--- src/design/stgl_fifo.sv ---
// ----------------------------------------------------------------------------
// stgl_fifo
// Two-entry queue between the divider front and the line store back end.
// ----------------------------------------------------------------------------
module stgl_fifo #(
    parameter int WIDTH = 14
) (
    input  logic             clk,
    input  logic             rst_n,
    input  logic             push,
    input  logic [WIDTH-1:0] push_data,
    output logic             full,
    input  logic             pop,
    output logic [WIDTH-1:0] pop_data,
    output logic             empty
);

    logic [WIDTH-1:0] entry_reg [2];
    logic             wr_ptr_reg, wr_ptr_next;
    logic             rd_ptr_reg, rd_ptr_next;
    logic [1:0]       count_reg, count_next;

    assign full     = (count_reg == 2'd2);
    assign empty    = (count_reg == 2'd0);
    assign pop_data = entry_reg[rd_ptr_reg];

    always_comb
    begin
        wr_ptr_next = push ? !wr_ptr_reg : wr_ptr_reg;
        rd_ptr_next = pop  ? !rd_ptr_reg : rd_ptr_reg;
        count_next  = count_reg + {1'b0, push} - {1'b0, pop};
    end

    always_ff @(posedge clk or negedge rst_n)
    begin
        if (!rst_n)
        begin
            wr_ptr_reg <= 1'b0;
            rd_ptr_reg <= 1'b0;
            count_reg  <= 2'd0;
        end
        else
        begin
            wr_ptr_reg <= wr_ptr_next;
            rd_ptr_reg <= rd_ptr_next;
            count_reg  <= count_next;
        end
    end

    always_ff @(posedge clk)
    begin
        if (push)
        begin
            entry_reg[wr_ptr_reg] <= push_data;
        end
    end

endmodule

--- config.mk ---
export PLATFORM = sky130hd
export DESIGN_NAME = stgl_fifo
export DESIGN_NICKNAME = d
export VERILOG_FILES = /design/src/design/stgl_fifo.sv
export SDC_FILE = /design/constraint.sdc
export NUM_CORES = 1
export LEC_CHECK = 0
export ABC_AREA = 1
export BUFFER_PORTS_ARGS = -buffer_cell sky130_fd_sc_hd__buf_2
export CAP_MARGIN = 20
export CORE_UTILIZATION = 40
export DETAILED_ROUTE_END_ITERATION = 16
export HOLD_SLACK_MARGIN = 0.08
export MAX_ROUTING_LAYER = met4
export SLEW_MARGIN = 20
export SYNTH_ARGS = -nofsm -noshare
export SYNTH_HDL_FRONTEND = slang
export SYNTH_SLANG_ARGS = --single-unit
--- constraint.sdc ---
create_clock -name clk -period 1.6 [get_ports clk]
set_input_delay 0.24 -clock clk [delete_from_list [all_inputs] [get_ports clk]]
set_output_delay 0.24 -clock clk [all_outputs]
set_load 0.03 [all_outputs]
# Yosys cells after proc, flatten, opt, wreduce, memory -nomap -nowiden
# Memories as Yosys holds them, arrays and structs flattened.
# Index checks and enable logic that the tools add are counted.
[totals]
reg_bits = 4
ramBits = 28
wordCells = 12
n_memories = 1
[op_classes]
n_addsub = 2
eq_ne = 1
n_mux = 2
n_reduce_logical = 3
[mem_list]
columns = ["memory", "words", "width", "rd", "rd_clocked_by_memory_dff", "write_ports", "line_no", "rtl"]
rows = [
  ["entry_reg", 2, 14, 1, 0, 1, "18", "logic [WIDTH-1:0] entry_reg [2];"],
]
[op_table]
columns = ["operator", "count"]
rows = [
  ["$add A2 B1 Y2", 1],
  ["$eq A2 B2 Y1 const B", 1],
  ["$logic_not A1 Y1", 2],
  ["$logic_not A2 Y1", 1],
  ["$mux W1", 2],
  ["$sub A2 B1 Y2", 1],
]

# Logic depth before layout (Yosys ltp)
[depth]
ltp_word = 2
depth_mapped = 7
ltp_nobuf = 7

# Least setup slack after synthesis
# OpenSTA, ideal clock, no wires.
[synth_path]
kind = "flip-flop to output port"
startpoint = "reg rd_ptr_reg"
endpoint = "out pop_data[10]"
t_arrival_ps = 1233
required_ps = 1360
setup_slack_ps = 127
path_stages_with_launch = 3
path_buffers = 1
cell_sequence = "dfrtp_1 > buf_2 > o21ai_0"
[synth_between]
elab_chain_len = 1
[synth_lines]
columns = ["element", "line_no", "rtl"]
rows = [
  ["start, declared", "20", "logic rd_ptr_reg, rd_ptr_next;"],
  ["start signal, assigned", "45", "rd_ptr_reg <= rd_ptr_next;"],
  ["$mem_v2 Z2 W14", "-", ""],
  ["end, declared", "14", "output logic [WIDTH-1:0] pop_data,"],
]
# No other way between the ends.

# Worst setup path after layout
[layout_path]
startpoint = "reg rd_ptr_reg"
endpoint = "out pop_data[7]"
# Same word-level chain as after synthesis.

==> results.cfg <==
[power_and_ir_drop]
clockPowerShare_pct = 19.5
leakagePower_nw = 0.788
seqPwrFrac_pct = 38.7
switchingPower_mw = 1.19
power_frac_comb_pct = 41.8
power.internal_mw = 1.88
ir_drop_uv = 882
power_density_nw_per_um2 = 1780
swShare_pct = 38.7

[die]
dieArea_um2 = 3380
ios = 34
rows = 20
initial_core_util_pct = 41.7
die_w_um = 58.2
coreArea_um2 = 3030
die_h_um = 58.2

[timing]
slew_violations = 0
period_needed_ns = 1.55
hold_violations = 0
worst_pin_slew_ns = 0.275
rsz0062_at_grt = true
fin_ws_ns = 0.0504
worst_clock_skew_ns = 0.00746
finalSetupViolations = 0
hold_slack_ns = 0.0969
fin_crit_sh_pct = 96.9
fin_setup_tns_ns = 0
slew_headroom_pct = 81.7
fmaxAchievable_ghz = 0.645

[clocking]
clock-sinks = 32
numCtsBuffers = 5
post_cts_buffers = 0
cts_tree = yes
htreeDepth = 2
cts_root_buf = clkbuf_4
worstSkewPairLatency_ns = 0.33
clockBufferDepth = 2
clk_pin_slew_ns = 0.09

[final_layout]
area_growth_pct = 36.7
antenna_cells = 0
largest_register_ffs = 28
final_nets = 174
fin_cells = 199
drive_gt1_share_pct = 31.0

[global_routing]
overflow = 0
grt_usage_pct = 14.4
grt_pass1_wl_um = 3260
grt_start_max_net_pins = 19
grt_pass1_vias = 760
antenna_found_initial = 0

[min_path]
hp-class = in -> reg

[synthesis]
ys_ff_latch = 32
syn_nets = 118
synth.cell_area_um2 = 1260
synth_area_per_cell_um2 = 12.9
synth.distinct_cells = 13
synth_warnings = 0
seq_area_frac_synth_pct = 74.5
netlist_instances = 98

[worst_setup_path]
arrival_ns = 1.31
critPathKind = reg -> out
path_common_cell = buf_4
slowest_stage = dfrtp_1
cp-end-kind = output pin
crit_required_ns = 1.36
critPathLaunchType = register
max_stage_delay_ns = 0.40
cp_cell_sequence = buf_4, o21ai_0, buf_4
cp_max_fo = 18
crit_family = flip-flops
crit_buf_inv = 2

[status]
status = finished clean

[drt]
avgRoutedWirePerCell_um = 11.0
totalWireLength_um = 2200
drc_errors = 0
drtIter0Drc = 30
routed_via_density = 4.30
via_count = 855
ant_nets = 0
drtPass1Iterations = 5

[place]
hpwl_um = 1480
dp_cells = 178
portBuffers = 33
place_ws_ns = 0.347
place_congestion = 0.631

[flow_run]
maxCapViolations = 0
-- final timing paths --
| kind | slack [ns] | endpoint | cells after the start | from |
|---|---|---|---|---|
| max in group asynchronous | 1.22 | rd_ptr_reg | 2 | rst_n |
| max reg2reg | 0.43 | entry_reg[1][12] | 3 | wr_ptr_reg |
| min in group asynchronous | 0.24 | wr_ptr_reg | 2 | rst_n |
| min reg2reg | 0.51 | wr_ptr_reg | 1 | wr_ptr_reg |
| min | 0.1 | entry_reg[1][0] | 1 | push_data[0] |
| max | 0.05 | pop_data[7] | 3 | rd_ptr_reg |
-- cells in the final DEF, fill, tap and decap left out, drive strengths merged --
master       synthesis  layout
dfrtp                4       4
dlygate4sd3          0      13
nand3                1       1
ha                   2       2
clkinv               0       1
bufinv               0       1
buf                  3      39
clkbuf               0       6
nand2               20      20
edfxtp              28      28
xor2                 2       2
nor2                 3       3
o21ai               14      14
inv                 21      21
-- cells by family (layout without fill, tap and decap cells) --
family	Yosys count	after routing	share of synthesized area, %
AOI/OAI and AO/OA	14	14	6.15
and+or+nand+nor	24	24	7.23
buffers and inverters	24	81	8.72
adders and majority gates	2	2	1.98
DFF	32	32	74.5
xor gates and xnor gates	2	2	1.39
-- what timing repair did --
action                     CTS  global route
hold buffers                 6             7
hold endpoints to repair    14            14
gates resized for setup      2             9
setup endpoints to repair    1             8
-- routing by layer --
metal  track usage [%]  wire length [µm]  up-vias
li1                  -                 -      428
met1              15.6               943      389
met2              22.2              1070       29
met3              6.70               117        9
met4              7.14                66        0
met5                 -                 0        -
-- layout make-up --
cell class	instances	area [µm²]
multi-input cells	42	211
flip-flops and latches	32	941
fillers	265	1300
well taps	44	55.1
clock buffers	6	41.3
repair buffers	52	363
clock inverters	2	35.0
inverters	21	78.8
-- metrics by stage --
step | util, % | area, µm² | total power [mW]
after detailed placement | 49.4 | 1500 | 2.41
after floorplan | - | 1260 | 2.07
after global placement | 49.4 | 1500 | 2.37
after CTS | 54.0 | 1640 | 3.03
after global routing | 57.0 | 1730 | 3.25
final | 57.0 | 1730 | 3.07
-- power by group through the flow --
stage          Clock, mW  Combinational, mW  Sequential, mW
6_report           0.598               1.29            1.19
5_1_grt            0.656               1.39            1.20
4_1_cts            0.617               1.22            1.19
3_5_place_dp           0               1.20            1.21
3_3_place_gp           0               1.17            1.20
2_1_floorplan          0              0.879            1.19
-- synth_stat cells (all sizes together) --
| master | count | area (µm²) |
|---|---|---|
| nand3 | 1 | 5.00 |
| xor2 | 2 | 17.5 |
| o21ai | 14 | 77.6 |
| inv | 21 | 78.8 |
| dfrtp | 4 | 100 |
| nor2 | 3 | 11.3 |
| ha | 2 | 25.0 |
| edfxtp | 28 | 841 |
| buf | 3 | 31.3 |
| nand2 | 20 | 75.1 |
Power figures use the tool's default switching activity.
