--- config.mk ---
export PLATFORM = sky130hd
export DESIGN_NAME = stgl_front
export DESIGN_NICKNAME = d
export VERILOG_FILES = /design/src/design/stgl_pkg.sv /design/src/design/stgl_front.sv
export SDC_FILE = /design/constraint.sdc
export NUM_CORES = 1
export LEC_CHECK = 0
export BUFFER_PORTS_ARGS = -buffer_cell sky130_fd_sc_hd__clkbuf_2
export CORE_UTILIZATION = 43
export DETAILED_ROUTE_END_ITERATION = 12
export PLACE_DENSITY = 0.65
export SYNTH_ARGS = -nofsm -noshare
export SYNTH_HDL_FRONTEND = slang
export SYNTH_SLANG_ARGS = --single-unit
--- constraint.sdc ---
create_clock -name clk -period 9.9 [get_ports clk]
set_input_delay 1.485 -clock clk [delete_from_list [all_inputs] [get_ports clk]]
set_output_delay 1.485 -clock clk [all_outputs]
set_load 0.02 [all_outputs]
--- src/design/stgl_pkg.sv ---
// ----------------------------------------------------------------------------
// stgl_pkg
// Shared types and constants for the stereogram line engine.
// ----------------------------------------------------------------------------
package stgl_pkg;

    localparam int LW_W  = 11;
    localparam int EW_W  = 10;
    localparam int FR_W  = 8;
    localparam int Z_W   = 8;
    localparam int SEP_W = 10;
    localparam int P_W   = FR_W + Z_W;
    localparam int OMP_W = 17;
    localparam int NUM_W = OMP_W + EW_W;
    localparam int DEN_W = 18;
    localparam int REM_W = NUM_W + 1;
    localparam int CNT_W = 4;

    localparam int CFG_IDX_W  = 2;
    localparam int CFG_DATA_W = 11;

    localparam logic [CFG_IDX_W-1:0] CFG_LINE_WIDTH     = 2'd0;
    localparam logic [CFG_IDX_W-1:0] CFG_EYE_SEPARATION = 2'd1;
    localparam logic [CFG_IDX_W-1:0] CFG_FIELD_RATIO    = 2'd2;

    localparam logic [LW_W-1:0] LINE_WIDTH_RST     = 11'd639;
    localparam logic [EW_W-1:0] EYE_SEPARATION_RST = 10'd188;
    localparam logic [FR_W-1:0] FIELD_RATIO_RST    = 8'd85;

    localparam logic [OMP_W-1:0] ONE_Q16 = 17'd65536;
    localparam logic [DEN_W-1:0] TWO_Q16 = 18'd131072;

    typedef struct packed {
        logic [LW_W-1:0] line_width;
        logic [EW_W-1:0] eye_separation;
        logic [FR_W-1:0] field_ratio;
    } cfg_t;

    typedef enum logic [2:0] {
        F_IDLE,
        F_MUL,
        F_INIT,
        F_DIV,
        F_PUSH
    } front_state_t;

    typedef enum logic {
        B_IDLE,
        B_WRITE
    } back_state_t;

endpackage

--- src/design/stgl_front.sv ---
// ----------------------------------------------------------------------------
// stgl_front
// Takes pixel beats and computes the copy distance with a restoring divider.
// ----------------------------------------------------------------------------
module stgl_front #(
    parameter int COLOUR_BITS = 4
) (
    input  logic                          clk,
    input  logic                          rst_n,
    input  stgl_pkg::cfg_t                cfg,
    input  logic                          in_valid,
    output logic                          in_stall,
    input  logic [stgl_pkg::Z_W-1:0]      depth_z,
    input  logic [COLOUR_BITS-1:0]        dot_colour,
    output logic                          push,
    input  logic                          full,
    output logic [stgl_pkg::SEP_W-1:0]    push_sep,
    output logic [COLOUR_BITS-1:0]        push_dot
);

    stgl_pkg::front_state_t state_reg, state_next;

    logic [stgl_pkg::P_W-1:0]   p_reg, p_next;
    logic [stgl_pkg::NUM_W-1:0] num_reg, num_next;
    logic [stgl_pkg::DEN_W-1:0] den_reg, den_next;
    logic [stgl_pkg::REM_W-1:0] rem_reg, rem_next;
    logic [stgl_pkg::REM_W-1:0] dsh_reg, dsh_next;
    logic [stgl_pkg::SEP_W-1:0] q_reg, q_next;
    logic [stgl_pkg::CNT_W-1:0] cnt_reg, cnt_next;
    logic [COLOUR_BITS-1:0]     dot_reg, dot_next;
    logic [stgl_pkg::OMP_W-1:0] one_minus_p;
    logic                       accept;

    assign in_stall    = (state_reg != stgl_pkg::F_IDLE);
    assign accept      = in_valid && !in_stall;
    assign push        = (state_reg == stgl_pkg::F_PUSH) && !full;
    assign push_sep    = q_reg;
    assign push_dot    = dot_reg;
    assign one_minus_p = stgl_pkg::ONE_Q16 - stgl_pkg::OMP_W'(p_reg);

    always_ff @(posedge clk or negedge rst_n)
    begin
        if (!rst_n)
        begin
            state_reg <= stgl_pkg::F_IDLE;
            cnt_reg   <= '0;
        end
        else
        begin
            state_reg <= state_next;
            cnt_reg   <= cnt_next;
        end
    end

    always_ff @(posedge clk)
    begin
        p_reg   <= p_next;
        num_reg <= num_next;
        den_reg <= den_next;
        rem_reg <= rem_next;
        dsh_reg <= dsh_next;
        q_reg   <= q_next;
        dot_reg <= dot_next;
    end

    always_comb
    begin
        state_next = state_reg;
        p_next     = p_reg;
        num_next   = num_reg;
        den_next   = den_reg;
        rem_next   = rem_reg;
        dsh_next   = dsh_reg;
        q_next     = q_reg;
        cnt_next   = cnt_reg;
        dot_next   = dot_reg;
        case (state_reg)
            stgl_pkg::F_IDLE:
            begin
                if (accept)
                begin
                    p_next     = stgl_pkg::P_W'(cfg.field_ratio) * stgl_pkg::P_W'(depth_z);
                    dot_next   = dot_colour;
                    state_next = stgl_pkg::F_MUL;
                end
            end
            stgl_pkg::F_MUL:
            begin
                num_next   = stgl_pkg::NUM_W'(one_minus_p)
                           * stgl_pkg::NUM_W'(cfg.eye_separation);
                den_next   = stgl_pkg::TWO_Q16 - stgl_pkg::DEN_W'(p_reg);
                state_next = stgl_pkg::F_INIT;
            end
            stgl_pkg::F_INIT:
            begin
                rem_next   = stgl_pkg::REM_W'({num_reg, 1'b0}) + stgl_pkg::REM_W'(den_reg);
                dsh_next   = stgl_pkg::REM_W'({den_reg, 1'b0}) << (stgl_pkg::SEP_W - 1);
                q_next     = '0;
                cnt_next   = stgl_pkg::CNT_W'(stgl_pkg::SEP_W - 1);
                state_next = stgl_pkg::F_DIV;
            end
            stgl_pkg::F_DIV:
            begin
                if (rem_reg >= dsh_reg)
                begin
                    rem_next = rem_reg - dsh_reg;
                    q_next   = {q_reg[stgl_pkg::SEP_W-2:0], 1'b1};
                end
                else
                begin
                    q_next   = {q_reg[stgl_pkg::SEP_W-2:0], 1'b0};
                end
                dsh_next = dsh_reg >> 1;
                if (cnt_reg == '0)
                begin
                    state_next = stgl_pkg::F_PUSH;
                end
                else
                begin
                    cnt_next = cnt_reg - 1'b1;
                end
            end
            stgl_pkg::F_PUSH:
            begin
                if (!full)
                begin
                    state_next = stgl_pkg::F_IDLE;
                end
            end
            default:
            begin
                state_next = stgl_pkg::F_IDLE;
            end
        endcase
    end

endmodule

# Word-level counts from Yosys, hierarchy flattened
# Cells that the tools add are included.
[totals]
word_cells = 49
output_inout_bits = 16
register_bits = 138
[classes]
n_eq_ne = 9
n_reduce_logical = 12
order_cmp = 1
n_addsub = 5
n_mul = 2
mux = 11
[ops]
columns = ["operator", "n"]
rows = [
  ["one-hot mux 28 bit (2 select lines)", 2],
  ["adder 28 x 18 -> 28 bit", 1],
  ["greater-or-equal comparator 28 bit", 1],
  ["2-to-1 mux 28 bit", 1],
  ["subtractor 28 bit", 1],
  ["multiplier 17 x 10 -> 27 bit", 1],
  ["one-hot mux 10 bit (2 select lines)", 1],
  ["subtractor 18 x 16 -> 18 bit, first input constant", 1],
  ["subtractor 17 x 16 -> 17 bit, first input constant", 1],
  ["multiplier 8 x 8 -> 16 bit", 1],
  ["one-hot mux 3 bit (5 select lines)", 1],
  ["inequality test 2 bit, second input constant", 5],
  ["2-to-1 mux 3 bit", 3],
  ["one-hot mux 4 bit (2 select lines)", 1],
  ["== test 3 x 2 -> 1 bit, second input constant", 2],
  ["AND reduction 2 bit", 3],
  ["logical NOT 4 bit", 1],
  ["2-to-1 mux 4 bit", 1],
  ["subtractor 4 x 1 -> 4 bit, second input constant", 1],
  ["== test 3 x 1 -> 1 bit, second input constant", 1],
  ["== test 3 bit, second input constant", 1],
  ["logical NOT 3 bit", 1],
  ["AND reduction 3 bit", 1],
  ["nonzero test 3 bit", 1],
  ["other kinds (4)", 6],
]

# Longest topological paths before layout
# Gate-level depths: netlist of the first run.
[depth]
depth_word = 5
mapped_depth = 28

# Least setup slack after synthesis of the first run
# Ideal clock, no wire load.
[synth_timing]
path_type = "input -> register"
start = "input cfg[10] (netlist bit)"
end = "register num_reg[23] (netlist bit) (data pin)"
path_slack_ns = 3.106
cell_stages = 23
path_buffers = 2
arrival_time_ns = 6.535
setup_ns = 0.259
cell_sequence = "clkbuf_1 clkbuf_1 nand2_1 fa_1 inv_1 fa_1 inv_1 fa_1 inv_1 fa_1 inv_1 fa_1 inv_1 ha_1 nand3_1 nor4_1 nor2_1 a2111oi_2 o21ai_1 a31oi_1 o21ai_1 nor2b_1 xnor2_1"
[synth_between]
elab_chain_cells = 1
[synth_rtl]
columns = ["item", "line_no", "text"]
rows = [
  ["start: declaration", "stgl_front.sv:10", "input stgl_pkg::cfg_t cfg,"],
  ["multiplier 17 x 10 -> 27 bit", "stgl_front.sv:90", "* stgl_pkg::NUM_W'(cfg.eye_separation);"],
  ["end signal: assignment", "stgl_front.sv:58", "num_reg <= num_next;"],
  ["end: declaration", "stgl_front.sv:24", "logic [stgl_pkg::NUM_W-1:0] num_reg, num_next;"],
]
# Every way passes these cells.
# A chain may end at the register's enable or synchronous reset.

# Final worst setup path of the first run
[layout_timing]
start = "register p_reg[4] (netlist bit)"
end = "register num_reg[23] (netlist bit) (data pin)"
[layout_between]
elab_chain_cells = 2
[layout_rtl]
columns = ["item", "line_no", "text"]
rows = [
  ["start: declaration", "stgl_front.sv:23", "logic [stgl_pkg::P_W-1:0] p_reg, p_next;"],
  ["start signal: assignment", "stgl_front.sv:57", "p_reg <= p_next;"],
  ["subtractor 17 x 16 -> 17 bit", "stgl_front.sv:39", "assign one_minus_p = stgl_pkg::ONE_Q16 - stgl_pkg::OMP_W'(p_reg);"],
  ["multiplier 17 x 10 -> 27 bit", "stgl_front.sv:90", ""],
]
# Every way passes these cells.

==> flow_summary.ini, run 1 <==
[critical_path]
start_kind = flop
critical_path.startpoint = p_reg[4]$_DFFE_PP_
critPathArrivalTime_ps = 7530
worstPathRequired_ps = 10080
timing.critical_path.mode_cell = fa_1
crit_end_element = flop
path_class = flop to flop
worst-path-max-fanout = 11
slowest_stage = xor2_1
r2r.worst_path.cells = 23
worstPathCellList = or4_4 > nor2_4 > nand2_1 > xor2_1 > nand2_1 > fa_1 > inv_1 > fa_1 > fa_1 > fa_1 > inv_1 > fa_1 > inv_1 > ha_1 > nand3_1 > nor4_1 > nor2_1 > a2111oi_2 > o21ai_1 > a31oi_1 > o21ai_1 > nor2b_1 > xnor2_1
worst_path_largest_cell_delay_ps = 840
crit-reg2reg-launch = p_reg[4]$_DFFE_PP_

[detailed_routing]
route.detailed.drc = 0
first_pass_iters = 5
routed_via_density = 5.19
postRouteWirelength_mm = 30.8
wl_per_cell_um = 15.3
route.vias.total = 10500
detail_route.iter0.violations = 361
post_detailed_route_count_of_antenna_violating_nets = 0

[global_route]
grt_pass1_vias = 10900
overflow = 0
grt_antenna_before_repair = 0
global_route.usage.total_pct = 17.9
grt_first_pass_wirelength_mm = 51.6
grt_max_degree = 65

[clocking]
post_cts_resize_count = 0
clock_root_buffer = clkbuf_16
clkSlewWorstSetupHoldPaths_ps = 70
clock_buffer_depth = 2
worst_skew_pair.late_latency_ps = 430
cts-buffers-inserted = 17
cts_hold_repair.buffers = 0
cts_tree = built
cts_sinks = 138
cts_setup_buffers = 0
clock_tree.htree_level_count = 4

[timing]
postLayoutSetupSlackWorst_ps = 2550
drv_slew = 0
period_share_pct = 74.2
final_period_minus_worst_setup_slack_ps = 7350
tightest_slew_ps = 1210
maxClockFrequency_mhz = 136
worst_case_headroom_to_the_max_slew_limit_pct = 19.0
grt_setup_unrepaired = no
finalClockSkew_ps = 15.3
setup_viol = 0
hold_violations = 0
tns_ps = 0

[yosys]
synth-compound-area-share_pct = 10.6
synthesis.area_um2 = 14900
net_count_synth = 1881
synthesis.yosys.warnings = 0
synth-xor-area-share_pct = 5.34
share_of_async_settable_or_async_resettable_flops_after_synthesis_pct = 5.07
postSynthAreaPerCell_um2 = 9.73
synth.area.mux_share_pct = 0.402
synth_cell_types = 67
ys_seq_elements = 138
primary_flip_flop_cell_chosen_by_synthesis_mapping = edfxtp_1
synth-simple-area-share_pct = 16.2
post_synth_inst_count = 1534
yosys.area_share.adder_pct = 33.2
register_area_share_after_synthesis_pct = 27.5
main_combinational_cell_family_by_area_after_synthesis = adder cells
synth_edf_count = 131

[worst_hold_path]
startpoint_of_the_most_critical_hold_path = cnt_reg[1]$_DFFE_PN0P_
hold_class = flop to flop
hold_depth = 2

[finish]
area_delta_synth_final_pct = 8.49
antenna-diode-count = 0
register_area_um2 = 4110
final_net_count = 1902
layout.filler_cells = 3186
drive_above_1_share_pct = 7.08
multi_input_comb_area_um2 = 9830

[placement]
placement.io_buffers = 49
pre_cts_slack_ps = 2510
place_congestion = 0.813
dp_hpwl_mm = 24.7

[run_status]
run_status = finished clean

[floorplan]
placeableCoreArea_um2 = 33900
num_io_pins = 61
die_area_um2 = 35500
floorplan.initialDensity_pct = 44.1
die_x_um = 188
placement_rows = 67
die_y_um = 188

[run]
drv.max_cap_violation_count = 0
[final timing paths]
check	end	slack, ps
max	num_reg[23]$_DFFE_PP_	2550
min	cnt_reg[1]$_DFFE_PN0P_	520
max reg2reg	num_reg[23]$_DFFE_PP_	2550
min reg2reg	cnt_reg[1]$_DFFE_PN0P_	520
max in group asynchronous	cnt_reg[1]$_DFFE_PN0P_	8860
min in group asynchronous	cnt_reg[2]$_DFFE_PN0P_	870
[metal layers]
metal	global-route usage [%]	up-vias	wire length [um]
met3	2.40	35	874
met4	4.99	0	506
met1	21.8	5143	13900
met5	0	-	0
met2	33.0	164	15600
li1	-	5125	-
[critical path, delay by kind of cell (launching register included)]
| kind | cells | cell delay (ps) |
|---|---|---|
| AOI/OAI and AO/OA | 4 | 920 |
| xor gates and xnor gates | 2 | 960 |
| buffers and inverters | 3 | 140 |
| and+or+nand+nor | 8 | 1690 |
| DFF | 1 | 420 |
| adders and majority gates | 6 | 2950 |
[through the flow]
| step | instances | instance area (um2) | util [%] | hold slack [ps] |
|---|---|---|---|---|
| 5_1_grt | 2016 | 16200 | 47.8 | 571 |
| 3_3_place_gp | 1984 | 15600 | 46.1 | 496 |
| 4_1_cts | 2016 | 16200 | 47.8 | 521 |
| 2_1_floorplan | 1534 | 14900 | - | 471 |
| 6_report | 2016 | 16200 | 47.8 | 520 |
| 3_5_place_dp | 1984 | 15600 | 46.1 | 503 |
[final cells by class]
| cell class | instances | share of cell area, % |
|---|---|---|
| multi-input cells | 1128 | 60.7 |
| flip-flops and latches | 138 | 25.4 |
| inverters | 213 | 4.94 |
| well taps | 448 | 3.46 |
| clock buffers | 17 | 2.63 |
| repair buffers | 57 | 1.88 |
| clock inverters | 15 | 1.05 |
[logic make-up after synthesis]
logic type | count (synthesis)
AO/OA/AOI/OAI | 243
adder cells (fa/ha/maj) | 302
AND/OR/NAND/NOR | 486
flip-flops | 138
XOR/XNOR | 91
multiplexers | 6
buffers and inverters | 268
[layout by cell type, fill, tap and decap left out, types with 11 or more instances in the layout]
cell type	count
fa_1	156
and2_1	122
nor2b_1	16
clkbuf_2	49
edfxtp_1	131
o21ai_1	28
clkbuf_16	17
a21o_1	34
xor2_1	35
nand2_1	178
xnor2_1	56
ha_1	146
o21ai_0	46
nand2b_1	15
nor3_1	12
inv_1	213
a21oi_1	55
nor2_1	66
nand4_1	11
and3_1	19
nand3_1	18
[cells in the mapped netlist (4+ instances only)]
| master | number | area [um2] |
|---|---|---|
| nor2_1 | 67 | 251 |
| inv_1 | 213 | 800 |
| xnor2_1 | 56 | 490 |
| nand2b_1 | 15 | 93.8 |
| fa_1 | 156 | 3120 |
| dfrtp_1 | 7 | 175 |
| ha_1 | 146 | 1830 |
| mux2i_1 | 6 | 60.1 |
| o31ai_1 | 8 | 60.1 |
| o2111ai_1 | 4 | 35.0 |
| a31oi_1 | 10 | 62.6 |
| nor4_1 | 4 | 25.0 |
| or3_1 | 4 | 25.0 |
| nor3_1 | 13 | 65.1 |
| buf_2 | 4 | 20.0 |
| and3_1 | 19 | 119 |
| nor2b_1 | 17 | 106 |
| o21ai_1 | 28 | 140 |
| clkbuf_1 | 49 | 184 |
| and2_1 | 122 | 763 |
| nand2_1 | 179 | 672 |
| nand4_1 | 11 | 68.8 |
| o21a_1 | 10 | 75.1 |
| o21ai_0 | 46 | 230 |
| nand3_1 | 18 | 90.1 |
| a21oi_1 | 55 | 275 |
| edfxtp_1 | 131 | 3930 |
| o21bai_1 | 6 | 45.0 |
| xor2_1 | 35 | 307 |
| a21o_1 | 34 | 255 |
| a211oi_1 | 7 | 52.6 |
Power of run 1 is not shown: default switching activity piles up to over one toggle a cycle in this logic, so the estimate is an artifact.
==> run 2, diff against run 1 <==
PLACE_DENSITY = 0.67   (was 0.65)
clock period = 5.9 ns   (was 9.9 ns; I/O delays follow)
==> flow_summary.ini, run 2 (synthesized netlist as in run 1, its figures left out) <==
[run_status]
run_status = complete, but fails checks
violated_checks = setup timing

[floorplan]
die_x_um = 188
die_y_um = 188
die_area_um2 = 35500
placement_rows = 67
num_io_pins = 61
placeableCoreArea_um2 = 33900
floorplan.initialDensity_pct = 44.1

[detailed_routing]
routed_via_density = 5.15
route.detailed.drc = 0
route.vias.total = 11100
wl_per_cell_um = 15.0
first_pass_iters = 5
post_detailed_route_count_of_antenna_violating_nets = 0
postRouteWirelength_mm = 32.3
detail_route.iter0.violations = 547

[finish]
antenna-diode-count = 0
final_net_count = 2034
final_cell_count_no_fill = 2148
final_cell_mix = inv_1, nand2_1, fa_1, ha_1, buf_4
layout.cells.most_common = inv_1
post-route-cell-area_um2 = 17800
area_delta_synth_final_pct = 19.0
utilization_pct = 52.5
drive_above_1_share_pct = 19.0

[timing]
period_share_pct = 108
hold_violations = 0
drv_slew = 0
grt_setup_unrepaired = yes
finalClockSkew_ps = 13.1
final_period_minus_worst_setup_slack_ps = 6360
worst_case_headroom_to_the_max_slew_limit_pct = 31.5
postLayoutSetupSlackWorst_ps = -462
maxClockFrequency_mhz = 157
setup_viol = 16
tightest_slew_ps = 1030
hold-worst-slack_ps = 276

[clocking]
clock_buffer_depth = 2
worst_skew_pair.late_latency_ps = 430
clock_root_buffer = clkbuf_16
cts_tree = built
cts-buffers-inserted = 17
cts_hold_repair.buffers = 0
clkSlewWorstSetupHoldPaths_ps = 70
clock_tree.htree_level_count = 4
cts_sinks = 138

[critical_path]
start_kind = flop
r2r.worst_path.cells = 26
critPathArrivalTime_ps = 6540
worst-path-max-fanout = 4
crit_end_element = flop
path_class = flop to flop
worstPathRequired_ps = 6080

[placement]
placement.io_buffers = 49
dp_hpwl_mm = 25.8
place_congestion = 0.891
place_area_um2 = 16600
placed_cells_incl_taps = 2098

[global_route]
gr-max-usage-layer = met2
grt_antenna_before_repair = 0
use_met1_pct = 22.7
grt_first_pass_wirelength_mm = 55.4
global_route.usage.met3_pct = 2.74
grt_pass1_vias = 11800
grt_max_degree = 68
overflow = 0
use_met2_pct = 35.5
global_route.usage.total_pct = 19.1

[worst_hold_path]
hold_class = input pin to asynchronous set/reset pin

[run]
drv.max_cap_violation_count = 0
[run 2: cell types whose count changed in the layout (fill, tap and decap cells not counted), moves of 9 or more]
| cell | change |
|---|---|
| buf_4 | +124 |
| ha_1 | -11 |
| ha_4 | +11 |
| inv_1 | -11 |
| inv_2 | +11 |
| nand2_1 | -11 |
| nand2_2 | +9 |
[run 2: final cells by class]
cell class / instances / area [um2]
fillers: 3041 / 16100
well taps: 448 / 561
repair buffers: 189 / 1330
flip-flops and latches: 138 / 4110
clock buffers: 17 / 425
multi-input cells: 1128 / 10400
inverters: 213 / 800
clock inverters: 15 / 171
[run 2: what timing repair did]
item / 4_1_cts / 5_1_grt
endpoints found under the setup margin: 14 / 16
gates resized for setup: 27 / 49
pin swaps: 28 / 43
setup buffers: 14 / 4
cloned: 0 / 0
[run 2: per-layer routing]
layer	vias to the layer above	part of all wire (%)
met2	190	52
met1	5410	43
met3	58	2.9
li1	5404	-
met5	-	0
met4	0	2.5
[run 2: critical path, stage by stage (launching register included)]
cell and delay (ps):
edfxtp_1 400, or4_4 590, nor2_4 170, nand2_4 100, buf_6 140, or2_4 270, o21a_1 210, nor2_2 160
nand2_1 100, fa_1 500, inv_1 50, fa_1 470, fa_1 490, fa_1 500, inv_2 40, fa_2 510
inv_1 60, ha_4 150, a21o_1 170, a21o_1 160, a21oi_2 140, o21ai_1 80, a21o_1 160, a21oi_2 110
o21ai_1 90, a31oi_1 200, xnor2_1 90
[run 2: final timing paths]
| kind | start | end | slack, ps |
|---|---|---|---|
| worst max-delay path | p_reg[5]$_DFFE_PP_ | num_reg[24]$_DFFE_PP_ | -460 |
| worst min-delay path | rst_n | state_reg[0]$_DFFE_PN0P_ | 280 |
| worst max register to register | p_reg[5]$_DFFE_PP_ | num_reg[24]$_DFFE_PP_ | -460 |
| worst min register to register | cnt_reg[3]$_DFFE_PN0P_ | cnt_reg[3]$_DFFE_PN0P_ | 540 |
| max in group asynchronous | rst_n | cnt_reg[0]$_DFFE_PN0P_ | 5450 |
| min in group clk | cnt_reg[3]$_DFFE_PN0P_ | cnt_reg[3]$_DFFE_PN0P_ | 540 |
[run 2: stage by stage]
step / TNS (ps) / setup slack, ps
floorplan: -1250 / -279
global placement: -4980 / -533
detailed placement: -6200 / -652
CTS: -4830 / -444
global route: -8710 / -726
finish: -4770 / -462
Power of run 2 is left out for the same reason.
